===== src/design/iqac_pkg.sv =====
// ---------------------------------------------------------------------------
// iqac_pkg
// Shared types and constants of the IQ-to-audio channeliser.
// ---------------------------------------------------------------------------
package iqac_pkg;

	localparam int CORDIC_STEPS = 16;
	localparam int CSTEP_W      = 4;
	localparam int STAGE_W      = 24;
	localparam int SUM_W        = 38;
	localparam int COUNT_W      = 14;
	localparam int RATE_W       = 27;
	localparam int COEF_W       = 18;
	localparam int ACC_W        = 34;   // CORDIC datapath, Q.30 plus guard
	localparam logic signed [ACC_W-1:0] KGAIN_Q30 = 34'sd652032874;
	localparam logic [COUNT_W-1:0] COUNT_MAX = 14'd16383;

	// configuration register indexes
	localparam logic [2:0] REG_TUNE_STEP = 3'd0;
	localparam logic [2:0] REG_TONE_STEP = 3'd1;
	localparam logic [2:0] REG_COEF      = 3'd2;
	localparam logic [2:0] REG_IN_RATE   = 3'd3;
	localparam logic [2:0] REG_OUT_RATE  = 3'd4;

	typedef enum logic [3:0] {
		ST_IDLE,
		ST_OSC,       // tuning CORDIC
		ST_MIX,       // complex mix
		ST_FILT_R,    // stage k real
		ST_FILT_I,    // stage k imag
		ST_ACC,       // sum, rate phase
		ST_DIV,       // average division
		ST_TONE,      // tone CORDIC
		ST_AUDIO,     // final mix
		ST_OUT
	} state_t;

	// CORDIC angle table in turns scaled by 2^32
	function automatic logic signed [ACC_W-1:0] atan_turn(input logic [CSTEP_W-1:0] k);
		logic signed [ACC_W-1:0] r;
		case (k)
			4'd0:  r = 34'sd536870912;
			4'd1:  r = 34'sd316933406;
			4'd2:  r = 34'sd167458907;
			4'd3:  r = 34'sd85004756;
			4'd4:  r = 34'sd42667331;
			4'd5:  r = 34'sd21354465;
			4'd6:  r = 34'sd10679838;
			4'd7:  r = 34'sd5340245;
			4'd8:  r = 34'sd2670163;
			4'd9:  r = 34'sd1335087;
			4'd10: r = 34'sd667544;
			4'd11: r = 34'sd333772;
			4'd12: r = 34'sd166886;
			4'd13: r = 34'sd83443;
			4'd14: r = 34'sd41722;
			default: r = 34'sd20861;
		endcase
		return r;
	endfunction

	// round half up by 15 and saturate to 16 bits
	function automatic logic signed [15:0] osc_round(input logic signed [ACC_W-1:0] v);
		logic signed [ACC_W-1:0] t;
		t = (v + 34'sd16384) >>> 15;
		if (t > 34'sd32767) return 16'sd32767;
		if (t < -34'sd32768) return -16'sd32768;
		return t[15:0];
	endfunction

endpackage


===== src/design/iqac_divider.sv =====
// ---------------------------------------------------------------------------
// iqac_divider
// Restoring divider, one quotient bit per cycle: signed 38-bit sum by a
// 14-bit count, truncated toward zero.
// ---------------------------------------------------------------------------
module iqac_divider (
	input  logic                                clk,
	input  logic                                arst_n,
	input  logic                                start,
	input  logic signed [iqac_pkg::SUM_W-1:0]   dividend,
	input  logic [iqac_pkg::COUNT_W-1:0]        divisor,
	output logic                                done,
	output logic signed [iqac_pkg::SUM_W-1:0]   quotient
);
	localparam int N = iqac_pkg::SUM_W;
	localparam int CW = $clog2(N + 1);

	logic [N-1:0] q_q;
	logic [iqac_pkg::COUNT_W:0] r_q, trial;
	logic [iqac_pkg::COUNT_W-1:0] d_q;
	logic [CW-1:0] cnt_q;
	logic busy_q, done_q, neg_q;

	assign trial = {r_q[iqac_pkg::COUNT_W-1:0], q_q[N-1]};

	always_ff @(posedge clk or negedge arst_n) begin
		if (!arst_n) begin
			busy_q <= 1'b0;
			done_q <= 1'b0;
			cnt_q  <= '0;
		end else begin
			done_q <= 1'b0;
			if (start) begin
				busy_q <= 1'b1;
				cnt_q  <= '0;
			end else if (busy_q) begin
				cnt_q <= cnt_q + 1'b1;
				if (cnt_q == CW'(N - 1)) begin
					busy_q <= 1'b0;
					done_q <= 1'b1;
				end
			end
		end
	end

	// shift in one dividend bit, subtract where it fits
	always_ff @(posedge clk) begin
		if (start) begin
			neg_q <= dividend[N-1];
			q_q   <= dividend[N-1] ? N'(-dividend) : N'(dividend);
			r_q   <= '0;
			d_q   <= divisor;
		end else if (busy_q) begin
			if (trial >= {1'b0, d_q}) begin
				r_q <= trial - {1'b0, d_q};
				q_q <= {q_q[N-2:0], 1'b1};
			end else begin
				r_q <= trial;
				q_q <= {q_q[N-2:0], 1'b0};
			end
		end
	end

	assign quotient = neg_q ? -signed'(q_q) : signed'(q_q);
	assign done = done_q;
endmodule


===== config.mk =====
export PLATFORM = sky130hd
export DESIGN_NAME = iqac_divider
export DESIGN_NICKNAME = d
export VERILOG_FILES = /design/src/design/iqac_pkg.sv /design/src/design/iqac_divider.sv
export SDC_FILE = /design/constraint.sdc
export NUM_CORES = 1
export LEC_CHECK = 0
export ABC_CLOCK_PERIOD_IN_PS = 7300
export BUFFER_PORTS_ARGS = -buffer_cell sky130_fd_sc_hd__clkbuf_2
export CAP_MARGIN = 20
export CORE_ASPECT_RATIO = 0.7
export CORE_MARGIN = 1.5
export CORE_UTILIZATION = 50
export CTS_BUF_LIST = sky130_fd_sc_hd__clkbuf_4 sky130_fd_sc_hd__clkbuf_8
export DETAILED_ROUTE_END_ITERATION = 7
export GPL_ROUTABILITY_DRIVEN = 0
export HOLD_SLACK_MARGIN = 0.08
export PLACE_DENSITY = 0.73
export SETUP_SLACK_MARGIN = 0.05
export SKIP_LAST_GASP = 1
export SLEW_MARGIN = 20
export SYNTH_ARGS = -nofsm -noshare
export SYNTH_HDL_FRONTEND = slang
export SYNTH_SLANG_ARGS = --single-unit

===== constraint.sdc =====
create_clock -name clk -period 7.3 [get_ports clk]
set_clock_uncertainty 0.15 [all_clocks]
set_input_delay 1.46 -clock clk [delete_from_list [all_inputs] [get_ports clk]]
set_output_delay 1.46 -clock clk [all_outputs]
set_load 0.05 [all_outputs]

## Word level (Yosys, flattened, before mapping)

Index checks and enable logic that the tools add are counted.
Widths: inputs -> output; s select.

| operators by class | value |
|---|---|
| $lt $le $gt $ge | 1 |
| mux-type cells | 14 |
| reduce and logical (&&, ||, !) cells | 1 |
| equal/unequal tests | 1 |
| add/sub/neg operators | 4 |

Operator list:

| cell | count |
|---|---|
| $mux 38 | 4 |
| $neg 38->38 | 2 |
| $ge 15x14->1 | 1 |
| $mux 14 | 1 |
| $sub 14x14->14 | 1 |
| $mux 6 | 2 |
| $mux 1 | 7 |
| $add 6x1->6 const B | 1 |
| $eq 6x6->1 const B | 1 |
| $reduce_bool 2->1 | 1 |

| word-level totals | value |
|---|---|
| register bits | 75 |

## Logic depth before layout (Yosys ltp)

Gate-level depths: netlist (run 1).

| depth | value |
|---|---|
| word-level depth | 4 |
| depth in mapped cells | 10 |
| mapped depth without buffers | 10 |

## Least setup slack after synthesis (run 1)

No wires, ideal clock.

| timing | value |
|---|---|
| kind | reg-to-output |
| start point | reg q_q[14] |
| end point | out quotient[30] in the netlist's numbering |
| required time | 5,690 ps |
| arrival time | 2,663 ps |
| slack | 3,027 ps |
| buffers on the path | 0 |
| cell stages (with the launch flop) | 7 |
| path through | edfxtp_1 > or4_4 > or4_4 > nor3_2 > or3b_1 > o31ai_2 > xnor2_1 |

| on the way | value |
|---|---|
| cells in the longest elaborated chain, start to end | 2 |

Ends and longest elaborated chain:

| item | RTL line | source |
|---|---|---|
| from (decl) | iqac_divider.sv:18 | `logic [N-1:0] q_q;` |
| from (signal assigned) | iqac_divider.sv:50 | `q_q <= dividend[N-1] ? N'(-dividend) : N'(dividend);` |
| from (signal assigned) | iqac_divider.sv:56 | `q_q <= {q_q[N-2:0], 1'b1};` |
| from (signal assigned) | iqac_divider.sv:59 | `q_q <= {q_q[N-2:0], 1'b0};` |
| $neg 38->38 | iqac_divider.sv:64 | `assign quotient = neg_q ? -signed'(q_q) : signed'(q_q);` |
| $mux 38 | iqac_divider.sv:64 |  |
| to (decl) | iqac_divider.sv:13 | `output logic signed [iqac_pkg::SUM_W-1:0] quotient` |

Every way passes these cells.

## Worst setup path in the final report (run 1)

| timing | value |
|---|---|
| start point | reg q_q[13] |
| end point | out quotient[30] in the netlist's numbering |

Same word-level chain as after synthesis.

==> flow_metrics.env, run 1 <==
export IMPL_status="finished, violations left"
export IMPL_violations="design-rule violations"
export IMPL_tritoncts="yes"
export IMPL_rr_worst_depth=9
export IMPL_holdPathStages=2
export IMPL_critPathSlowestCell="or4_4"
export IMPL_tns_ps=0
export IMPL_slowest_delay_ps=570
export IMPL_dp_slack_ps=2904
export IMPL_crit_path_end_kind="output pin"
export IMPL_coreArea_um2=10320
export IMPL_final_core_util_pct=58.79
export IMPL_p_leak_nw=2.431
export IMPL_synth_area_um2=5273
export IMPL_fin_crit_sh_pct=65.37
export IMPL_drcViolationCount=6
export IMPL_hold_path_class="flip-flop to flip-flop"
export IMPL_setup_viol=0
export IMPL_path_max_fanout=4
export IMPL_layout_drive_gt1_share_pct=19.79
export IMPL_initial_core_util_pct=51.10
export IMPL_worstMarginPinSlew_ps=999.7
export IMPL_detail_route_first_pass_iterations=6
export IMPL_num_vias=4598
export IMPL_dieHeight_um=88.92
export IMPL_cts_buffer_depth=2
export IMPL_ys_ff_latch=75
export IMPL_die_x_um=125.7
export IMPL_yosys_top_cells_area="edfxtp_1, xnor2_1, xor2_1, dfxtp_1, ha_1"
export IMPL_ant_nets=0
export IMPL_yosys_area_top_type="edfxtp_1"
export IMPL_hpwl_mm=9.665
export IMPL_syn_nets=646
export IMPL_grt_max_degree=86
export IMPL_crit_chain="or4_4 -> or4_4 -> nor3_2 -> or3b_1 -> o31ai_2 -> xnor2_1 -> clkbuf_2"
export IMPL_synth_cells=571
export IMPL_wl_per_cell_um=16.59
export IMPL_grt_use_total_pct=23.32
export IMPL_syn_area_per_cell_um2=9.234
export IMPL_crit_path_frequent_cell="or4_4"
export IMPL_startpoint_type="flip-flop"
export IMPL_cts_buffers=9
export IMPL_layout_commonest_cell="clkbuf_2"
export IMPL_synth_top_cell_area_share_pct=30.19
export IMPL_syn_to_final_growth_pct=15.05
export IMPL_path_clk_slew_ps=70
export IMPL_final_area_um2=6066
export IMPL_cp_required_ps=5690
export IMPL_ctsHoldBuffers=0
export IMPL_via_per_inst=5.828
export IMPL_finalCriticalPeriod_ps=4772
export IMPL_slew_headroom_pct=33.36
export IMPL_design_die_area_um2=11180
export IMPL_ys_types=60
export IMPL_diodes=0
export IMPL_final_cell_mix="clkbuf_2, nor2_1, edfxtp_1"
export IMPL_cts_htree_levels=3
export IMPL_layout_setup_ws_ps=2528
export IMPL_power_density_nw_per_um2=290.7
export IMPL_fmax_ghz=0.2095
export IMPL_hold_viol_final=0
export IMPL_grt_pass1_wl_mm=20.53
export IMPL_postCtsSetupBuffers=0
export IMPL_rsz0062_at_grt="false"
export IMPL_cts_sinks=75
export IMPL_io_buffers=93
export IMPL_cts_root_buf="clkbuf_8"
export IMPL_grt_pass1_vias=4103
export IMPL_drt_total_wl_mm=13.09
export IMPL_rows=31
export IMPL_yosysWarningCount=0
export IMPL_synthFlopType="edfxtp_1"
export IMPL_drt_iter0_drc=369
export IMPL_post_dp_cell_area_um2=5819
export IMPL_drv_cap=0
export IMPL_irDropWorstVdd_mv=0.1164
export IMPL_arrival_ps=3160
export IMPL_synth_edf_count=53
export IMPL_post_cts_resized=0
export IMPL_crit_type="flip-flop to output pin"
export IMPL_antenna_found_initial=0
export IMPL_ys_seq_area_share_pct=39.30
export IMPL_ys_async_sr_fraction_pct=10.67
export IMPL_grt_overflow_total=0
export IMPL_finalMaxSlewViolations=0
export IMPL_fin_nets=727
export IMPL_worstSkewPairLatency_ps=360
export IMPL_ios=94
state kept, by name (all words and copies together) (netlist names):
register	count
done	1
q_q	38
d_q	14
busy_q	1
cnt_q	6
r_q	14
neg_q	1
logic make-up after synthesis:
| kind of cell | after synthesis | synth area share, % |
|---|---|---|
| AND/OR/NAND/NOR | 183 | 17.61 |
| buffers and inverters | 52 | 3.844 |
| XOR/XNOR | 84 | 13.95 |
| AO/OA/AOI/OAI | 153 | 19.60 |
| flip-flops | 75 | 39.30 |
| multiplexers | 4 | 0.8068 |
| adder cells (fa/ha/maj) | 20 | 4.889 |
Yosys cell counts, types with 4 or more instances:
cell	n
inv_1	24
nand4_1	9
a211oi_1	6
o41ai_1	14
dfrtp_1	8
dfxtp_1	14
nor2b_1	5
nand2_1	42
edfxtp_1	53
nor2_1	58
or4_1	9
o31ai_1	26
or2_2	4
nor4_1	5
a21oi_1	45
nor3_1	10
xor2_1	38
o21a_1	4
o21ai_0	23
a311oi_1	6
nand2b_1	6
ha_1	19
clkbuf_1	20
xnor2_1	46
or4_4	4
or3_1	10
nand3_1	8
a21o_1	6
layer usage:
layer  wire [um]  vias up  global-route usage [%]
li1            -     2278                       -
met1        6411     2159                   35.05
met2        5612      144                   33.87
met3         857       17                   4.668
met4         206        0                   7.315
met5           0        -                       0
worst max-delay path: cells and delay by family (launching register included):
kind	cells	cell delay, ps
XOR/XNOR	1	160
AO/OA/AOI/OAI	1	230
AND/OR/NAND/NOR	4	1660
flip-flops	1	460
buffers and inverters	1	300
final timing paths:
path	from	to	slack [ps]
worst max-delay path	q_q[13]	quotient[30]	2530
worst min-delay path	r_q[8]	r_q[8]	370
worst max register to register	d_q[12]	r_q[4]	4230
worst min register to register	r_q[8]	r_q[8]	370
max in group asynchronous	arst_n	done	6030
min in group asynchronous	arst_n	cnt_q[2]	790
stage by stage:
stage / std cells / hold slack (ps) / total power, W
floorplan: 571 / 321.4 / 0.001199
global placement: 772 / 342.5 / 0.001363
detailed placement: 772 / 347.2 / 0.001383
CTS: 788 / 365.2 / 0.001760
global route: 789 / 380.1 / 0.001865
finish: 789 / 365.2 / 0.001763
where the power goes:
part | total [W] | internal (W) | switching (W)
Combinational | 0.000782 | 0.000273 | 0.000509
Clock | 0.000370 | 0.000214 | 0.000156
Sequential | 0.000611 | 0.000534 | 0.0000768
area by class of cell:
class,count,area (um^2)
Tap cell,132,165.2
Inverter,25,93.84
Fill cell,932,4252
Timing Repair Buffer,97,505.5
Sequential cell,75,2072
Clock inverter,4,72.57
Multi-Input combinational cell,444,2998
Clock buffer,12,158.9
Note: power is estimated with default switching activity, not from simulation.
==> run 2, diff against run 1 <==
ABC_CLOCK_PERIOD_IN_PS = 4100   (was 7300)
PLACE_DENSITY = 0.75   (was 0.73)
clock period = 4.1 ns   (was 7.3 ns; I/O delays follow)
==> flow_metrics.env, run 2 (synthesis gave the netlist of run 1 again) <==
export IMPL_largest_reg_flops=38
export IMPL_worstSkewPairLatency_ps=370
export IMPL_seqCellArea_um2=2072
export IMPL_setup_viol=0
export IMPL_final_cell_mix="clkbuf_2, nor2_1, edfxtp_1"
export IMPL_irDropWorstVdd_mv=0.3053
export IMPL_grt_overflow_total=0
export IMPL_grt_pass1_wl_mm=20.24
export IMPL_fin_nets=733
export IMPL_rsz0062_at_grt="true"
export IMPL_finalCriticalPeriod_ps=4013
export IMPL_ios=94
export IMPL_die_x_um=125.7
export IMPL_antenna_found_initial=0
export IMPL_rr_worst_depth=8
export IMPL_layout_setup_ws_ps=86.54
export IMPL_diodes=0
export IMPL_io_buffers=93
export IMPL_hold_path_class="primary input to async pin"
export IMPL_via_per_inst=5.883
export IMPL_ctsHoldBuffers=0
export IMPL_status="finished, violations left"
export IMPL_crit_start="q_q[14]"
export IMPL_crit_path_end_kind="output pin"
export IMPL_cts_root_buf="clkbuf_8"
export IMPL_wl_per_cell_um=16.35
export IMPL_cts_sinks=75
export IMPL_rows=31
export IMPL_reg2reg_from="d_q[10]"
export IMPL_hold_viol_final=0
export IMPL_crit_type="flip-flop to output pin"
export IMPL_layout_drive_gt1_share_pct=20.97
export IMPL_worstMarginPinSlew_ps=873.4
export IMPL_violations="design-rule violations"
export IMPL_r2r_end="r_q[11]"
export IMPL_cts_htree_levels=3
export IMPL_ant_nets=0
export IMPL_drcViolationCount=4
export IMPL_multi_input_area_um2=3030
export IMPL_finalPower_w=0.003235
export IMPL_initial_core_util_pct=51.10
export IMPL_path_max_fanout=4
export IMPL_drt_total_wl_mm=13.00
export IMPL_dieHeight_um=88.92
export IMPL_arrival_ps=3040
export IMPL_grt_max_degree=47
export IMPL_grt_pass1_vias=4112
export IMPL_r2r_slack_ps=1110
export IMPL_critPathCapture="quotient[30]"
export IMPL_largest_register="q_q"
export IMPL_detail_route_first_pass_iterations=7
export IMPL_startpoint_type="flip-flop"
export IMPL_dp_slack_ps=409.9
export IMPL_drt_iter0_drc=379
export IMPL_layout_commonest_cell="clkbuf_2"
export IMPL_reg_top3="q_q (38), d_q (14), r_q (14)"
export IMPL_syn_to_final_growth_pct=17.23
export IMPL_num_vias=4677
export IMPL_fin_crit_sh_pct=97.89
export IMPL_design_die_area_um2=11180
export IMPL_cts_buffers=9
export IMPL_power_density_nw_per_um2=523.4
export IMPL_hpwl_mm=9.630
export IMPL_grt_use_total_pct=23.15
export IMPL_finalMaxSlewViolations=0
export IMPL_slew_headroom_pct=40.27
export IMPL_fmax_ghz=0.2492
export IMPL_drv_cap=0
export IMPL_tritoncts="yes"
export IMPL_path_clk_slew_ps=80
export IMPL_coreArea_um2=10320
export IMPL_nFillCells=889
export IMPL_p_leak_nw=2.484
export IMPL_cp_required_ps=3130
export IMPL_cts_buffer_depth=2
==> run 2: cell types whose count changed in the layout (fill, tap and decap cells not counted), sizes merged <==
cell,delta
bufinv,+2
buf,+9
clkinvlp,-1
clkinv,+1
clkbuf,-5
==> run 2: how the worst min path moves through the flow <==
stage / slack [ps] / depth (start not counted) / to
after floorplan: 320 / 2 / r_q[11]
after global placement: 340 / 2 / r_q[12]
after detailed placement: 350 / 2 / r_q[4]
after CTS: 130 / 1 / busy_q
after global routing: 140 / 1 / cnt_q[5]
final: 130 / 1 / cnt_q[5]
==> run 2: worst max-delay path, cell delays in order (launching register included) <==
cell and delay, ps:
edfxtp_1 440, or4_4 580, or4_4 480, nor3_2 210, or3b_1 400, o31ai_2 210
xnor2_1 150, buf_4 220
==> run 2: what timing repair did <==
item                                   4_1_cts  5_1_grt
setup endpoints to repair                    5       13
setup buffers                                0        2
gates resized for setup                      5       12
endpoints found under the hold margin        0        0
==> run 2: routing by layer <==
metal	up-vias	share of wire, %	GRT usage (%)
li1	2287	-	-
met1	2185	49	33.69
met2	187	43	34.22
met3	18	7.0	5.087
met4	0	1.6	8.255
met5	-	0	0
==> run 2: through the flow <==
| stage | hold slack, ps | cells | instance area (um^2) | TNS (ps) | util [%] |
|---|---|---|---|---|---|
| 2_1_floorplan | 321.4 | 571 | 5273 | 0 | - |
| 3_3_place_gp | 337.7 | 777 | 5857 | 0 | 56.77 |
| 3_5_place_dp | 350.3 | 777 | 5857 | 0 | 56.77 |
| 4_1_cts | 126.8 | 793 | 6128 | 0 | 59.40 |
| 5_1_grt | 139.4 | 795 | 6181 | -12.26 | 59.91 |
| 6_report | 133.1 | 795 | 6181 | 0 | 59.91 |
==> run 2: cell type report <==
type / instances / area share (%)
clock inverters: 6 / 2.065
multi-input cells: 444 / 49.03
inverters: 25 / 1.518
flip-flops and latches: 75 / 33.52
repair buffers: 103 / 9.069
clock buffers: 10 / 2.126
well taps: 132 / 2.672
==> run 2: report_power, final <==
| part | leakage [nW] | internal [W] | switching, W |
|---|---|---|---|
| logic | 1.60 | 0.000498 | 0.000905 |
| registers | 0.754 | 0.000951 | 0.000137 |
| clock network | 0.129 | 0.000469 | 0.000275 |
| total | 2.48 | 0.00192 | 0.00132 |
==> run 3, diff against run 2 <==
CORE_MARGIN = not set   (was 1.5)
HOLD_SLACK_MARGIN = 0.15   (was 0.08)
==> flow_metrics.env, run 3 (synthesis gave the netlist of run 1 again) <==
export IMPL_reg_top3="q_q (38), d_q (14), r_q (14)"
export IMPL_drt_iter0_drc=355
export IMPL_slew_headroom_pct=36.79
export IMPL_syn_to_final_growth_pct=16.21
export IMPL_path_max_fanout=5
export IMPL_p_leak_nw=2.460
export IMPL_hold_path_class="flip-flop to flip-flop"
export IMPL_worstMarginPinSlew_ps=924.2
export IMPL_cp_required_ps=3130
export IMPL_hpwl_mm=9.730
export IMPL_arrival_ps=3050
export IMPL_tritoncts="yes"
export IMPL_final_area_um2=6127
export IMPL_finalMaxSlewViolations=0
export IMPL_use_met3_pct=4.520
export IMPL_worstSkewPairLatency_ps=350
export IMPL_dieHeight_um=87.92
export IMPL_crit_type="flip-flop to output pin"
export IMPL_grt_overflow_total=0
export IMPL_cts_buffer_depth=2
export IMPL_seqCellArea_um2=2072
export IMPL_grt_use_total_pct=24.39
export IMPL_finalCriticalPeriod_ps=4019
export IMPL_wl_per_cell_um=16.73
export IMPL_multi_input_area_um2=3025
export IMPL_initial_core_util_pct=53.01
export IMPL_antenna_found_initial=0
export IMPL_gr_max_usage_layer="met2"
export IMPL_globalRouteMet1Util_pct=35.31
export IMPL_final_core_util_pct=61.60
export IMPL_drt_total_wl_mm=13.28
export IMPL_r2r_slack_ps=1060
export IMPL_final_cell_mix="clkbuf_2, nor2_1, edfxtp_1"
export IMPL_layout_commonest_cell="clkbuf_2"
export IMPL_cts_buffers=9
export IMPL_met2_usage_pct=37.57
export IMPL_io_buffers=93
export IMPL_fin_crit_sh_pct=98.03
export IMPL_cts_sinks=75
export IMPL_rsz0062_at_grt="true"
export IMPL_worstHoldStart="r_q[11]"
export IMPL_post_dp_cell_area_um2=5852
export IMPL_path_clk_slew_ps=80
export IMPL_die_x_um=124.7
export IMPL_drv_cap=0
export IMPL_cts_root_buf="clkbuf_8"
export IMPL_grt_max_degree=44
export IMPL_fin_nets=736
export IMPL_nFillCells=833
export IMPL_drcViolationCount=0
export IMPL_irDropWorstVdd_mv=0.2502
export IMPL_grt_pass1_vias=4222
export IMPL_largest_register="q_q"
export IMPL_via_per_inst=5.965
export IMPL_layout_drive_gt1_share_pct=21.17
export IMPL_power_density_nw_per_um2=499.4
export IMPL_hold_viol_final=0
export IMPL_fmax_ghz=0.2488
export IMPL_ios=94
export IMPL_cts_htree_levels=3
export IMPL_crit_path_end_kind="output pin"
export IMPL_coreArea_um2=9947
export IMPL_num_vias=4736
export IMPL_setup_viol=0
export IMPL_status="finished, final reports clean"
export IMPL_ant_nets=0
export IMPL_rows=30
export IMPL_grt_pass1_wl_mm=21.15
export IMPL_largest_reg_flops=38
export IMPL_reg2reg_from="d_q[10]"
export IMPL_detail_route_first_pass_iterations=5
export IMPL_design_die_area_um2=10970
export IMPL_crit_start="q_q[14]"
export IMPL_startpoint_type="flip-flop"
export IMPL_diodes=0
[run 3: cell count changes in the layout (fill, tap and decap cells not counted), moves of 2 or more]
cell and change:
clkinvlp_4 +2, bufinv_16 -3, buf_2 +2, buf_4 +2
[run 3: cell type report]
cell class,count,share of cell area [%]
clock buffers,11,2.267
clock inverters,5,0.8781
inverters,25,1.532
multi-input cells,444,49.38
flip-flops and latches,75,33.82
well taps,128,2.614
repair buffers,106,9.516
[run 3: power by group]
group,internal (W),switching (W)
Clock,0.000292,0.000279
Sequential,0.000951,0.000136
Combinational,0.000500,0.000903
Total,0.00174,0.00132
[run 3: metal layers]
layer	vias up	routed length [um]	part of all wire (%)
met4	0	145	1.1
met5	-	0	0
li1	2293	-	-
met1	2257	6346	48
met3	14	919	6.9
met2	172	5871	44
[run 3: through the flow]
step	total power, W	TNS, ps	setup WS, ps	std cells	hold WS [ps]
2_1_floorplan	0.002134	0	466.8	571	321.4
3_3_place_gp	0.002426	0	438.8	773	339.8
3_5_place_dp	0.002464	0	414.2	773	345.1
4_1_cts	0.003044	0	64.99	790	362.4
5_1_grt	0.003235	-23.78	-18.44	794	389.2
6_report	0.003060	0	80.63	794	360.1
[run 3: what timing repair did]
| action | CTS | global route |
|---|---|---|
| hold buffers | 1 | 0 |
| pin swaps | 0 | 1 |
| cloned | 0 | 0 |
| buffers inserted | 0 | 4 |
| resized for setup | 3 | 16 |
| hold endpoints to repair | 8 | 0 |
| setup endpoints to repair | 3 | 14 |
[run 3: worst paths after layout]
path                                 to  cells after the start
setup / recovery           quotient[24]                      6
hold / removal                  r_q[12]                      2
setup reg to reg                r_q[11]                      8
hold reg to reg                 r_q[12]                      2
max in group asynchronous      cnt_q[0]                      2
min in group asynchronous      cnt_q[3]                      2
[run 3: critical path: stages (launching register included)]
cell and delay [ps]:
edfxtp_1 440, or4_4 590, or4_4 470, or3_4 440
o41ai_1 350, xnor2_1 160, clkbuf_4 240
