### config.mk
export PLATFORM = sky130hd
export DESIGN_NAME = iqac_cordic
export DESIGN_NICKNAME = d
export VERILOG_FILES = /design/src/design/iqac_pkg.sv /design/src/design/iqac_cordic.sv
export SDC_FILE = /design/constraint.sdc
export NUM_CORES = 1
export LEC_CHECK = 0
export BUFFER_PORTS_ARGS = -buffer_cell sky130_fd_sc_hd__buf_2
export CAP_MARGIN = 40
export CELL_PAD_IN_SITES_DETAIL_PLACEMENT = 1
export CELL_PAD_IN_SITES_GLOBAL_PLACEMENT = 2
export CORE_MARGIN = 2
export CORE_UTILIZATION = 42
export DETAILED_ROUTE_END_ITERATION = 6
export PLACE_DENSITY = 0.86
export SYNTH_ARGS = -nofsm -noshare
export SYNTH_HDL_FRONTEND = slang
export SYNTH_SLANG_ARGS = --single-unit
### constraint.sdc
create_clock -name clk -period 17.7 [get_ports clk]
set_clock_uncertainty 0.15 [all_clocks]
set_input_delay 0 -clock clk [delete_from_list [all_inputs] [get_ports clk]]
set_output_delay 0 -clock clk [all_outputs]
set_load 0.005 [all_outputs]
### src/design/iqac_pkg.sv
// ---------------------------------------------------------------------------
// iqac_pkg
// Shared types and constants of the IQ-to-audio channeliser.
// ---------------------------------------------------------------------------
package iqac_pkg;

	localparam int CORDIC_STEPS = 16;
	localparam int CSTEP_W      = 4;
	localparam int STAGE_W      = 24;
	localparam int SUM_W        = 38;
	localparam int COUNT_W      = 14;
	localparam int RATE_W       = 27;
	localparam int COEF_W       = 18;
	localparam int ACC_W        = 34;   // CORDIC datapath, Q.30 plus guard
	localparam logic signed [ACC_W-1:0] KGAIN_Q30 = 34'sd652032874;
	localparam logic [COUNT_W-1:0] COUNT_MAX = 14'd16383;

	// configuration register indexes
	localparam logic [2:0] REG_TUNE_STEP = 3'd0;
	localparam logic [2:0] REG_TONE_STEP = 3'd1;
	localparam logic [2:0] REG_COEF      = 3'd2;
	localparam logic [2:0] REG_IN_RATE   = 3'd3;
	localparam logic [2:0] REG_OUT_RATE  = 3'd4;

	typedef enum logic [3:0] {
		ST_IDLE,
		ST_OSC,       // tuning CORDIC
		ST_MIX,       // complex mix
		ST_FILT_R,    // stage k real
		ST_FILT_I,    // stage k imag
		ST_ACC,       // sum, rate phase
		ST_DIV,       // average division
		ST_TONE,      // tone CORDIC
		ST_AUDIO,     // final mix
		ST_OUT
	} state_t;

	// CORDIC angle table in turns scaled by 2^32
	function automatic logic signed [ACC_W-1:0] atan_turn(input logic [CSTEP_W-1:0] k);
		logic signed [ACC_W-1:0] r;
		case (k)
			4'd0:  r = 34'sd536870912;
			4'd1:  r = 34'sd316933406;
			4'd2:  r = 34'sd167458907;
			4'd3:  r = 34'sd85004756;
			4'd4:  r = 34'sd42667331;
			4'd5:  r = 34'sd21354465;
			4'd6:  r = 34'sd10679838;
			4'd7:  r = 34'sd5340245;
			4'd8:  r = 34'sd2670163;
			4'd9:  r = 34'sd1335087;
			4'd10: r = 34'sd667544;
			4'd11: r = 34'sd333772;
			4'd12: r = 34'sd166886;
			4'd13: r = 34'sd83443;
			4'd14: r = 34'sd41722;
			default: r = 34'sd20861;
		endcase
		return r;
	endfunction

	// round half up by 15 and saturate to 16 bits
	function automatic logic signed [15:0] osc_round(input logic signed [ACC_W-1:0] v);
		logic signed [ACC_W-1:0] t;
		t = (v + 34'sd16384) >>> 15;
		if (t > 34'sd32767) return 16'sd32767;
		if (t < -34'sd32768) return -16'sd32768;
		return t[15:0];
	endfunction

endpackage

### src/design/iqac_cordic.sv
// ---------------------------------------------------------------------------
// iqac_cordic
// Iterative rotation CORDIC: one micro-rotation per cycle, cosine and sine
// of a phase word rounded to Q1.15.
// ---------------------------------------------------------------------------
module iqac_cordic #(
	parameter int PHASE_WIDTH = 32
) (
	input  logic                   clk,
	input  logic                   arst_n,
	input  logic                   start,
	input  logic [PHASE_WIDTH-1:0] phase,
	output logic                   done,
	output logic signed [15:0]     cos_o,
	output logic signed [15:0]     sin_o
);
	logic signed [iqac_pkg::ACC_W-1:0] x_q, y_q, z_q;
	logic signed [iqac_pkg::ACC_W-1:0] z0, xs, ys, x_fin, y_fin;
	logic [31:0] a32;
	logic [iqac_pkg::CSTEP_W-1:0] k_q;
	logic busy_q, neg_q, done_q;

	// phase to signed turns; folded into the right half-plane when loaded on start
	always_comb begin
		a32 = 32'(phase) << (32 - PHASE_WIDTH);
		z0  = iqac_pkg::ACC_W'(signed'(a32));
	end

	assign xs = x_q >>> k_q;
	assign ys = y_q >>> k_q;

	// one micro-rotation per cycle
	always_ff @(posedge clk or negedge arst_n) begin
		if (!arst_n) begin
			busy_q <= 1'b0;
			done_q <= 1'b0;
			k_q    <= '0;
		end else begin
			done_q <= 1'b0;
			if (start) begin
				busy_q <= 1'b1;
				k_q    <= '0;
			end else if (busy_q) begin
				k_q <= k_q + 1'b1;
				if (k_q == iqac_pkg::CSTEP_W'(iqac_pkg::CORDIC_STEPS - 1)) begin
					busy_q <= 1'b0;
					done_q <= 1'b1;
				end
			end
		end
	end

	always_ff @(posedge clk) begin
		if (start) begin
			x_q <= iqac_pkg::KGAIN_Q30;
			y_q <= '0;
			if (z0 > 34'sh40000000) begin
				z_q <= z0 - 34'sh80000000; neg_q <= 1'b1;
			end else if (z0 < -34'sh40000000) begin
				z_q <= z0 + 34'sh80000000; neg_q <= 1'b1;
			end else begin
				z_q <= z0; neg_q <= 1'b0;
			end
		end else if (busy_q) begin
			if (z_q >= 0) begin
				x_q <= x_q - ys;
				y_q <= y_q + xs;
				z_q <= z_q - iqac_pkg::atan_turn(k_q);
			end else begin
				x_q <= x_q + ys;
				y_q <= y_q - xs;
				z_q <= z_q + iqac_pkg::atan_turn(k_q);
			end
		end
	end

	assign x_fin = neg_q ? -x_q : x_q;
	assign y_fin = neg_q ? -y_q : y_q;
	assign cos_o = iqac_pkg::osc_round(x_fin);
	assign sin_o = iqac_pkg::osc_round(y_fin);
	assign done  = done_q;
endmodule

## Word level (Yosys, flattened, before mapping)

Memories as Yosys holds them, arrays and structs flattened.
Cells that the tools add are included.
W data, S select, Z words.

- Equality and inequality tests: 1
- Reductions and logical operators: 1
- Magnitude comparators: 7
- Add/sub/neg operators: 13
- Shifts and indexed selects: 2
- Muxes and demuxes: 38

Operators with widths:

| kind | count |
|---|---|
| $mux W34 | 15 |
| $mux W16 | 8 |
| $add A34 B34 Y34 | 3 |
| $sub A34 B34 Y34 | 3 |
| $add A34 B16 Y34 const B | 2 |
| $neg A34 Y34 | 2 |
| $sshr A34 B4 Y34 | 2 |
| $gt A19 B16 Y1 const B | 2 |
| $lt A19 B16 Y1 const B | 2 |
| $add A32 B33 Y34 const B | 1 |
| $ge A34 B1 Y1 const B | 1 |
| $sub A32 B33 Y34 const B | 1 |
| $gt A32 B32 Y1 const B | 1 |
| $lt A32 B31 Y1 const B | 1 |
| $mux W1 | 13 |
| $mux W4 | 2 |
| $add A4 B1 Y4 const B | 1 |
| $eq A4 B4 Y1 const B | 1 |
| $reduce_bool A2 Y1 | 1 |

- Memories: 2
- Input port bits: 35
- Memory bits (read-only): 960
- Bits in registers: 109
- Logic and storage cells: 71

Memory list:

| memory | words | bits a word | read ports | clocked after memory_dff | wr ports | line | source |
|---|---|---|---|---|---|---|---|
| (name not given) | 16 | 30 | 1 | 0 | 0 | iqac_pkg.sv:41 | `case (k)` |
| (name not given) | 16 | 30 | 1 | 0 | 0 | iqac_pkg.sv:41 |  |

## Depth between registers and ports, before layout

Gate-level depths: netlist of the first run.

- Depth in word-level cells: 8
- Gate-level depth with buffers: 29
- Mapped depth without buffers: 24

## Worst setup path before layout of the first run

Ideal clock, no wire load.

- Path type: reg-to-reg
- Start point: register k_q[2] in the netlist's numbering
- End point: register x_q[33] in the netlist's numbering
- Cell stages (with the launch flop): 30
- Buffers on the path: 8
- Setup slack: 10562 ps
- Setup time: 123 ps
- Data required time: 17427 ps
- Clock period less this slack: 7138 ps
- Data arrival time: 6864 ps
- Cells stage by stage: dfrtp_1 clkbuf_1 buf_1 buf_2 clkbuf_1 clkbuf_1 clkbuf_1 clkbuf_1 buf_1 nand2_1 o21ai_0 ha_1 o21ai_0 or2_1 nor3_1 nand4_1 or4_1 nand2_1 xnor2_1 ha_1 and2_1 or2_2 a21o_1 a311oi_1 a21oi_1 o41ai_1 a21oi_1 or2_2 mux2i_1 mux2_1

- Cells in the longest elaborated chain, start to end: 3

Ends and longest elaborated chain:

| item | line | source |
|---|---|---|
| start, declared | iqac_cordic.sv:20 | `logic [iqac_pkg::CSTEP_W-1:0] k_q;` |
| start signal, assigned | iqac_cordic.sv:44 | `k_q <= k_q + 1'b1;` |
| $sshr A34 B4 Y34 * | iqac_cordic.sv:30 | `assign ys = y_q >>> k_q;` |
| $add A34 B34 Y34 or $sub A34 B34 Y34 (tied branches) | iqac_cordic.sv:70, iqac_cordic.sv:66 |  |
| $mux W34 * | iqac_cordic.sv:65 | `if (z_q >= 0) begin` |
| end signal, assigned | iqac_cordic.sv:55 | `x_q <= iqac_pkg::KGAIN_Q30;` |
| end signal, assigned | iqac_cordic.sv:66 | `x_q <= x_q - ys;` |
| end signal, assigned | iqac_cordic.sv:70 | `x_q <= x_q + ys;` |
| end, declared | iqac_cordic.sv:17 | `logic signed [iqac_pkg::ACC_W-1:0] x_q, y_q, z_q;` |

Mark *: on every way between the ends. The rest lies on a longest branch, timed or not.
A chain may end at the register's enable or synchronous reset.

## Worst setup path after layout of the first run

- Start point: register k_q[1] in the netlist's numbering
- End point: register z_q[30] in the netlist's numbering, data pin

- Cells in the longest elaborated chain, start to end: 8

Ends and longest elaborated chain:

| item | line | source |
|---|---|---|
| $mem_v2 Z16 W30 | - |  |
| $mux W34 | iqac_cordic.sv:65 |  |
| $mux W34 | iqac_cordic.sv:64 | `end else if (busy_q) begin` |
| $mux W34 | iqac_cordic.sv:54 | `if (start) begin` |
| $add A34 B34 Y34 or $sub A34 B34 Y34 (tied branches) | iqac_cordic.sv:72, iqac_cordic.sv:68 |  |
| $mux W34 * | iqac_cordic.sv:65 |  |
| $mux W34 * | iqac_cordic.sv:64 |  |
| $mux W34 * | iqac_cordic.sv:54 |  |
| end signal, assigned | iqac_cordic.sv:68 | `z_q <= z_q - iqac_pkg::atan_turn(k_q);` |
| end signal, assigned | iqac_cordic.sv:72 | `z_q <= z_q + iqac_pkg::atan_turn(k_q);` |
| end, declared | iqac_cordic.sv:17 |  |

Mark *: on every way between the ends. The rest lies on a longest branch, timed or not. The select of a mux whose other input is x is not followed.

==> results of run 1 <==
area by class of cell:
class | count | area [um2]
timing repair buffer | 135 | 987.2
sequential | 109 | 2579
multi-input combinational | 1949 | 14090
fill | 5077 | 22190
clock buffer | 16 | 292.8
inverter | 58 | 217.7
tap | 532 | 665.6
layout by cell type, fill, tap and decap left out, drive strengths merged, types with 19 or more instances in the layout:
cell type	Yosys	layout
nand2	304	304
a21oi	172	172
o21ai	167	167
nor2	154	154
xnor2	122	122
ha	113	113
buf	48	98
xor2	97	97
mux2i	77	77
mux4	74	74
dfxtp	68	68
inv	57	57
a21o	54	54
nand3	51	51
nor3	45	45
dlygate4sd3	0	35
edfxtp	35	35
a211oi	35	35
nand2b	33	33
nor2b	27	27
nand4	25	25
and3	25	25
or3	24	24
a31oi	24	24
o211ai	23	23
o31ai	22	22
mux2	21	21
o22ai	20	20
nor4	19	19
worst paths after layout:
path                           from  endpoint  cells after the start
min in group asynchronous    arst_n    k_q[3]                      3
min reg2reg                  x_q[0]    x_q[0]                      2
min                        phase[5]    z_q[5]                      4
max in group asynchronous    arst_n    k_q[2]                      3
max reg2reg                  k_q[1]   z_q[30]                     23
max                          k_q[1]   z_q[30]                     23
power by group:
group / internal (mW) / switching [mW]
registers: 0.401 / 0.264
logic: 1.60 / 2.07
clock network: 0.112 / 0.113
metal layers:
layer,routed length [um],vias up
met5,0,-
met4,2902,0
met3,2219,124
met2,31420,405
met1,26110,8733
li1,-,8396
stage by stage:
stage	setup slack, ns	hold WS (ns)
floorplan	10.56	-0.4456
global placement	10.51	-0.2823
detailed placement	10.28	-0.2846
CTS	10.24	0.2547
global route	9.661	0.2741
finish	10.19	0.2730
logic make-up (layout without fill, tap and decap cells):
group / Yosys count / after routing / share of synthesized area (%)
AO/OA/AOI/OAI: 653 / 653 / 23.76
XOR/XNOR: 219 / 219 / 10.93
adder cells (fa/ha/maj): 117 / 117 / 8.458
buffers and inverters: 213 / 209 / 5.106
flip-flops: 109 / 109 / 14.61
multiplexers: 172 / 172 / 15.60
AND/OR/NAND/NOR: 788 / 788 / 21.54
worst min-delay path, stage by stage:
cell           delay (ns)
dlygate4sd3_1        0.53
buf_2                0.11
nand2_1              0.04
nand2_1              0.04
what timing repair did:
action,4_1_cts,5_1_grt
resized for setup,0,0
endpoints found under the hold margin,54,0
endpoints found under the setup margin,0,0
hold buffers,35,0
flip-flops by register name, indices dropped and copies added, names as in the netlist:
signal and cells:
busy_q 1, done 1, k_q 4, neg_q 1, x_q 34, y_q 34
z_q 34
==> flow_summary.html, run 1 <==
<table>
<tr><th>Metric</th><th>Value</th></tr>
<tr><th colspan="2">Run status</th></tr>
<tr><td>Run status</td><td>completed</td></tr>
<tr><th colspan="2">Floorplanning</th></tr>
<tr><td>Number of core rows</td><td>74</td></tr>
<tr><td>DIE AREA</td><td>0.04342 mm2</td></tr>
<tr><td>Initial standard-cell utilization of the core</td><td>42.77%</td></tr>
<tr><td>IO Count</td><td>68</td></tr>
<tr><td>Vertical extent of the die</td><td>208.4 um</td></tr>
<tr><td>Die width</td><td>208.4 um</td></tr>
<tr><td>Area of the core region</td><td>0.04102 mm2</td></tr>
<tr><th colspan="2">GRT</th></tr>
<tr><td>First-pass GRT wire length</td><td>100000 um</td></tr>
<tr><td>Remaining Overflow, GRT</td><td>0</td></tr>
<tr><td>Largest net degree at the start of global routing</td><td>82</td></tr>
<tr><td>Aggregate global-route resource usage</td><td>28.83%</td></tr>
<tr><td>Global routing's busiest layer</td><td>met2</td></tr>
<tr><td>Global routing met3 resource utilization</td><td>3.668%</td></tr>
<tr><td>Global Route met1 Usage</td><td>33.49%</td></tr>
<tr><td>Met2 routing resource usage after global routing</td><td>52.21%</td></tr>
<tr><td>Antenna violations before repair</td><td>0</td></tr>
<tr><td>Vias in the first global route</td><td>18410</td></tr>
<tr><th colspan="2">Timing</th></tr>
<tr><td>Setup TNS</td><td>0 ns</td></tr>
<tr><td>Final setup violating endpoints</td><td>0</td></tr>
<tr><td>Setup repair after global routing missed its margin</td><td>false</td></tr>
<tr><td>Fraction of the cycle the final worst path needs</td><td>42.42%</td></tr>
<tr><td>Maximum frequency from static timing analysis</td><td>0.1332 GHz</td></tr>
<tr><td>Number of max-slew violations in the final report</td><td>0</td></tr>
<tr><td>Clock period minus final worst setup slack</td><td>7.508 ns</td></tr>
<tr><td>Max_slew headroom</td><td>41.24%</td></tr>
<tr><td>Final hold violation count</td><td>0</td></tr>
<tr><td>Slew at the pin closest to its max-slew limit</td><td>0.8802 ns</td></tr>
<tr><th colspan="2">Yosys</th></tr>
<tr><td>Number of instances in the synthesized netlist</td><td>2271</td></tr>
<tr><td>Top cell type's share of synthesized area</td><td>8.059%</td></tr>
<tr><td>Most frequently used cell type in the post-synthesis netlist</td><td>nand2_1</td></tr>
<tr><td>Post-synthesis async set-or-reset flop share</td><td>5.505%</td></tr>
<tr><td>Area of the mapped netlist</td><td>0.01754 mm2</td></tr>
<tr><td>Avg Cell Area, Syn</td><td>7.725 um2</td></tr>
<tr><td>Fraction of the yosys area taken by sequential cells</td><td>14.61%</td></tr>
<tr><td>Ranking of synthesized cells by instance count</td><td>nand2_1 (304), a21oi_1 (171), o21ai_0 (166)</td></tr>
<tr><td>Post-synth EDFFs</td><td>35</td></tr>
<tr><td>Flop and latch count out of synthesis</td><td>109</td></tr>
<tr><td>Synth area leaders</td><td>ha_1 (8.1%), dfxtp_1 (7.8%), mux4_2 (7.4%)</td></tr>
<tr><td>Leading register cell type out of synthesis</td><td>dfxtp_1</td></tr>
<tr><td>Number of unique standard cell types used by synthesis</td><td>95</td></tr>
<tr><td>Post-synth top area cell</td><td>ha_1</td></tr>
<tr><td>Syn_nets</td><td>2422</td></tr>
<tr><td>Synth warn</td><td>0</td></tr>
<tr><th colspan="2">Power</th></tr>
<tr><td>VDD IR max</td><td>84.96 uV</td></tr>
<tr><td>Leakage</td><td>7.722 nW</td></tr>
<tr><td>Total power of the final layout</td><td>4.561 mW</td></tr>
<tr><td>Power per cell area</td><td>242.2 mW/mm2</td></tr>
<tr><th colspan="2">Routing</th></tr>
<tr><td>Via Count</td><td>17660</td></tr>
<tr><td>Number of violations reported at the end of detailed-routing iteration 0</td><td>901</td></tr>
<tr><td>Detailed Routing Iterations Pass 1</td><td>6</td></tr>
<tr><td>Number of antenna-violating nets in the routed design</td><td>0</td></tr>
<tr><td>Post-detailed-route DRC marker count</td><td>0</td></tr>
<tr><td>WL/cell</td><td>22.38 um</td></tr>
<tr><td>Vias per Instance</td><td>6.309</td></tr>
<tr><td>Detailed-route wire length</td><td>62650 um</td></tr>
<tr><th colspan="2">Setup path</th></tr>
<tr><td>Critical-path cell list</td><td>buf_4, inv_1, ha_1, inv_1, mux4_2, ha_1, nand3_1, or3_1, or3_1, o21ai_0, xor2_1, ha_1, nand2_1, nor2_1, nand2_1, or4_1, o31ai_1, a2111oi_0, buf_4, nor4_1, o211ai_1, and3_1, a221o_1</td></tr>
<tr><td>CP startpoint kind</td><td>register</td></tr>
<tr><td>Slowest Stage Delay on Critical Path</td><td>0.81 ns</td></tr>
<tr><td>Endpoint type of the worst setup path</td><td>register</td></tr>
<tr><td>Highest fanout seen on the critical path</td><td>55</td></tr>
<tr><td>CP most frequent cell</td><td>ha_1</td></tr>
<tr><td>Worst path top cell family by delay</td><td>simple AND/OR/NAND/NOR gates</td></tr>
<tr><td>Worst Path Class, Setup</td><td>reg -&gt; reg</td></tr>
<tr><td>Reg2reg setup slack</td><td>10.19 ns</td></tr>
<tr><td>Slowest CP cell</td><td>dfrtp_4</td></tr>
<tr><td>Bufs and invs on worst path</td><td>4</td></tr>
<tr><td>CP required</td><td>17.70 ns</td></tr>
<tr><td>Arrival time worst endpoint</td><td>7.51 ns</td></tr>
<tr><th colspan="2">Clocking</th></tr>
<tr><td>Clock Latency Late Sink</td><td>0.42 ns</td></tr>
<tr><td>Number of H-tree levels</td><td>3</td></tr>
<tr><td>Clock root cell</td><td>clkbuf_16</td></tr>
<tr><td>CTS tree</td><td>yes</td></tr>
<tr><td>Clk pin slew, worst setup/hold paths</td><td>0.08 ns</td></tr>
<tr><td>TritonCTS Sinks</td><td>109</td></tr>
<tr><td>Maximum count of clock buffers along a single path</td><td>2</td></tr>
<tr><td>Clock buffers created by TritonCTS</td><td>9</td></tr>
<tr><td>Number of post-CTS setup repair buffers</td><td>0</td></tr>
<tr><th colspan="2">Placed design</th></tr>
<tr><td>Placed standard-cell area</td><td>0.01818 mm2</td></tr>
<tr><td>HPWL Detailed</td><td>47530 um</td></tr>
<tr><td>Number of instances in the placed design</td><td>2748</td></tr>
<tr><td>RD Place Congestion</td><td>0.8593</td></tr>
<tr><td>Number of port buffers</td><td>67</td></tr>
<tr><th colspan="2">Layout</th></tr>
<tr><td>Post-Layout Inst Area</td><td>0.01883 mm2</td></tr>
<tr><td>Fraction of final layout cells sized beyond drive strength 1</td><td>10.10%</td></tr>
<tr><td>Count of antenna diodes in the layout</td><td>0</td></tr>
<tr><td>Area growth from synthesis to final layout</td><td>7.317%</td></tr>
<tr><td>Post-layout nets</td><td>2413</td></tr>
<tr><td>Filler-free cell count of the finished design</td><td>2799</td></tr>
<tr><td>Final core utilization</td><td>45.90%</td></tr>
<tr><th colspan="2">Hold path</th></tr>
<tr><td>Kind of path behind the tightest hold check</td><td>in -&gt; reg</td></tr>
<tr><th colspan="2">Run</th></tr>
<tr><td>Max-cap check violation count</td><td>0</td></tr>
</table>
Note: power is estimated with default switching activity, not from simulation.
==> run 2, diff against run 1 <==
--- a/config.mk
+++ b/config.mk
@@ -10,9 +10,9 @@
 export CELL_PAD_IN_SITES_DETAIL_PLACEMENT = 1
 export CELL_PAD_IN_SITES_GLOBAL_PLACEMENT = 2
 export CORE_MARGIN = 2
-export CORE_UTILIZATION = 42
+export CORE_UTILIZATION = 35
 export DETAILED_ROUTE_END_ITERATION = 6
-export PLACE_DENSITY = 0.86
+export PLACE_DENSITY = 0.76
 export SYNTH_ARGS = -nofsm -noshare
 export SYNTH_HDL_FRONTEND = slang
 export SYNTH_SLANG_ARGS = --single-unit
==> constraint.sdc (replaced) <==
create_clock -name clk -period 6.17 [get_ports clk]
set_clock_uncertainty 0.15 [all_clocks]
set_input_delay 0 -clock clk [delete_from_list [all_inputs] [get_ports clk]]
set_output_delay 0 -clock clk [all_outputs]
set_load 0.005 [all_outputs]
==> flow_summary.html, run 2 (synthesized netlist as in run 1, its figures left out) <==
<table>
<tr><th>Metric</th><th>Value</th></tr>
<tr><th colspan="2">Hold path</th></tr>
<tr><td>Kind of path behind the tightest hold check</td><td>in -&gt; reg</td></tr>
<tr><td>Worst hold path endpoint</td><td>z_q[21]</td></tr>
<tr><td>Cells on Worst Hold Path</td><td>4 (unchanged)</td></tr>
<tr><td>Beginning of the worst hold path</td><td>phase[21]</td></tr>
<tr><th colspan="2">Layout</th></tr>
<tr><td>Post-Layout Inst Area</td><td>0.02076 mm2 (+10%)</td></tr>
<tr><td>Register Area</td><td>0.002579 mm2 (unchanged)</td></tr>
<tr><td>Post-layout nets</td><td>2603 (+7.9%)</td></tr>
<tr><td>Commonest cells after routing, fill and taps aside</td><td>nand2_1 (303), buf_4 (206), a21oi_1 (163), o21ai_0 (160), nor2_1 (154)</td></tr>
<tr><td>Most common cell after layout, fill and taps aside</td><td>nand2_1</td></tr>
<tr><td>Filler-free cell count of the finished design</td><td>3128 (+12%)</td></tr>
<tr><td>Area growth from synthesis to final layout</td><td>18.31%</td></tr>
<tr><td>Count of antenna diodes in the layout</td><td>0 (unchanged)</td></tr>
<tr><td>Fraction of final layout cells sized beyond drive strength 1</td><td>18.93% (+8.8 points)</td></tr>
<tr><td>Final-layout fill cell count</td><td>6194 (+22%)</td></tr>
<tr><td>Footprint of the multi-input gates</td><td>0.01427 mm2 (+1.3%)</td></tr>
<tr><td>Final core utilization</td><td>41.63% (-4.3 points)</td></tr>
<tr><td>Registers with the most flip-flops</td><td>x_q: 34 flops, y_q: 34 flops, z_q: 34 flops</td></tr>
<tr><th colspan="2">Clocking</th></tr>
<tr><td>CTS tree</td><td>yes</td></tr>
<tr><td>Clock root cell</td><td>clkbuf_16</td></tr>
<tr><td>Number of H-tree levels</td><td>3 (unchanged)</td></tr>
<tr><td>Clk pin slew, worst setup/hold paths</td><td>0.08 ns (about the same)</td></tr>
<tr><td>Maximum count of clock buffers along a single path</td><td>2 (unchanged)</td></tr>
<tr><td>Clock buffers created by TritonCTS</td><td>9 (unchanged)</td></tr>
<tr><td>TritonCTS Sinks</td><td>109 (unchanged)</td></tr>
<tr><td>Clock Latency Late Sink</td><td>0.41 ns (about the same)</td></tr>
<tr><th colspan="2">Setup path</th></tr>
<tr><td>Highest fanout seen on the critical path</td><td>6 (-89%)</td></tr>
<tr><td>Worst Path Class, Setup</td><td>reg -&gt; reg</td></tr>
<tr><td>CP startpoint kind</td><td>register</td></tr>
<tr><td>Endpoint type of the worst setup path</td><td>register</td></tr>
<tr><td>Reg2reg setup slack</td><td>0.09 ns (-10.10 ns)</td></tr>
<tr><td>End of the worst register-to-register path</td><td>x_q[33]</td></tr>
<tr><td>CP required</td><td>6.32 ns (-11.38 ns)</td></tr>
<tr><td>Path depth of the worst reg2reg path</td><td>21 (-8.7%)</td></tr>
<tr><td>RR Startpoint</td><td>k_q[1]</td></tr>
<tr><td>Arrival time worst endpoint</td><td>6.23 ns (-1.28 ns)</td></tr>
<tr><th colspan="2">Routing</th></tr>
<tr><td>Number of violations reported at the end of detailed-routing iteration 0</td><td>1035 (+15%)</td></tr>
<tr><td>Number of antenna-violating nets in the routed design</td><td>0 (unchanged)</td></tr>
<tr><td>Post-detailed-route DRC marker count</td><td>0 (unchanged)</td></tr>
<tr><td>Via Count</td><td>18520 (+4.9%)</td></tr>
<tr><td>Detailed Routing Iterations Pass 1</td><td>5 (-1)</td></tr>
<tr><td>WL/cell</td><td>22.02 um (-1.6%)</td></tr>
<tr><td>Detailed-route wire length</td><td>68860 um (+9.9%)</td></tr>
<tr><td>Vias per Instance</td><td>5.921 (-6.1%)</td></tr>
<tr><th colspan="2">Run</th></tr>
<tr><td>Max-cap check violation count</td><td>0 (unchanged)</td></tr>
<tr><th colspan="2">Timing</th></tr>
<tr><td>Final setup violating endpoints</td><td>0 (unchanged)</td></tr>
<tr><td>Max_slew headroom</td><td>48.51% (+7.3 points)</td></tr>
<tr><td>Setup TNS</td><td>0 ns (unchanged)</td></tr>
<tr><td>Slew at the pin closest to its max-slew limit</td><td>0.7724 ns (-0.1078 ns)</td></tr>
<tr><td>Clock period minus final worst setup slack</td><td>6.082 ns (-1.427 ns)</td></tr>
<tr><td>Final hold violation count</td><td>0 (unchanged)</td></tr>
<tr><td>Maximum frequency from static timing analysis</td><td>0.1644 GHz (+23%)</td></tr>
<tr><td>Least setup slack across all paths after layout</td><td>0.08830 ns (-10.10 ns)</td></tr>
<tr><td>Fraction of the cycle the final worst path needs</td><td>98.57% (+56 points)</td></tr>
<tr><td>Worst hold margin</td><td>0.2680 ns (-0.005051 ns)</td></tr>
<tr><td>Number of max-slew violations in the final report</td><td>0 (unchanged)</td></tr>
<tr><td>Setup repair after global routing missed its margin</td><td>true</td></tr>
<tr><th colspan="2">Floorplanning</th></tr>
<tr><td>Number of core rows</td><td>82 (+11%)</td></tr>
<tr><td>IO Count</td><td>68 (unchanged)</td></tr>
<tr><td>Vertical extent of the die</td><td>227.9 um (+9.4%)</td></tr>
<tr><td>Area of the core region</td><td>0.04986 mm2 (+22%)</td></tr>
<tr><td>Die width</td><td>227.9 um (+9.4%)</td></tr>
<tr><td>DIE AREA</td><td>0.05193 mm2 (+20%)</td></tr>
<tr><td>Initial standard-cell utilization of the core</td><td>35.19% (-7.6 points)</td></tr>
<tr><th colspan="2">Placed design</th></tr>
<tr><td>RD Place Congestion</td><td>0.8950 (+4.2%)</td></tr>
<tr><td>Number of instances in the placed design</td><td>3063 (+11%)</td></tr>
<tr><td>Placed standard-cell area</td><td>0.01969 mm2 (+8.3%)</td></tr>
<tr><td>Worst slack after detailed placement</td><td>-0.2973 ns (-10.57 ns)</td></tr>
<tr><td>HPWL Detailed</td><td>51800 um (+9.0%)</td></tr>
<tr><td>Number of port buffers</td><td>67 (unchanged)</td></tr>
<tr><th colspan="2">Power</th></tr>
<tr><td>Power per cell area</td><td>696.8 mW/mm2 (+190%)</td></tr>
<tr><td>VDD IR max</td><td>236.1 uV (+180%)</td></tr>
<tr><td>Leakage</td><td>8.685 nW (+12%)</td></tr>
<tr><td>Total power of the final layout</td><td>14.46 mW (+220%)</td></tr>
<tr><th colspan="2">GRT</th></tr>
<tr><td>Largest net degree at the start of global routing</td><td>68 (-17%)</td></tr>
<tr><td>Antenna violations before repair</td><td>1 (+1)</td></tr>
<tr><td>Remaining Overflow, GRT</td><td>0 (unchanged)</td></tr>
<tr><td>Aggregate global-route resource usage</td><td>25.84% (-3.0 points)</td></tr>
<tr><td>Vias in the first global route</td><td>19190 (+4.2%)</td></tr>
<tr><td>First-pass GRT wire length</td><td>107800 um (+7.8%)</td></tr>
<tr><th colspan="2">Run status</th></tr>
<tr><td>Run status</td><td>completed</td></tr>
</table>
run 2: final cells by class:
class	instances	area share [%]
Sequential cell	109	12.42
Clock inverter	1	0.03617
Inverter	58	1.067
Tap cell	672	4.051
Multi-Input combinational cell	1949	68.73
Clock buffer	14	1.278
Timing Repair Buffer	325	12.41
run 2: worst max-delay path: stages (launching register included):
cell and delay (ns):
dfrtp_4 0.50, buf_6 0.14, buf_4 0.10, mux4_1 0.52, mux2_2 0.30, buf_4 0.14, or4_1 0.49, a221o_1 0.42
nand4b_1 0.20, buf_4 0.19, or4_4 0.43, o21ai_1 0.16, xnor2_1 0.16, ha_1 0.28, a21o_1 0.20, a311oi_2 0.22
a21oi_2 0.13, o41ai_4 0.36, a21oi_2 0.10, or2_2 0.28, mux2i_1 0.16, mux2_1 0.34
run 2: worst max path at each step:
stage / slack [ns] / depth (start not counted) / start / endpoint
floorplan: -0.12 / 29 / k_q[2] / x_q[33]
global placement: -0.05 / 20 / k_q[1] / x_q[33]
detailed placement: -0.30 / 23 / k_q[1] / x_q[33]
CTS: -0.07 / 23 / k_q[1] / x_q[33]
global route: -0.22 / 23 / k_q[1] / x_q[33]
finish: 0.09 / 21 / k_q[1] / x_q[33]
run 2: power breakdown:
part	switching (mW)	internal, mW	leakage [nW]	total [mW]
Combinational	6.66	5.52	7.54	12.2
Clock	0.330	0.297	0.132	0.628
Sequential	0.508	1.15	1.01	1.66
Total	7.50	6.97	8.68	14.5
run 2: timing repair:
item,CTS,global route
endpoints found under the setup margin,4,23
hold buffers,36,0
hold endpoints to repair,46,0
resized for setup,8,65
pin swaps,2,10
buffers inserted,0,9
gates cloned,0,5
run 2: per-layer routing:
metal  share of wire (%)  track usage [%]
met1                  42            31.02
met2                  51            47.01
met3                 3.4            2.500
met4                 3.3            10.68
met5                   0                0
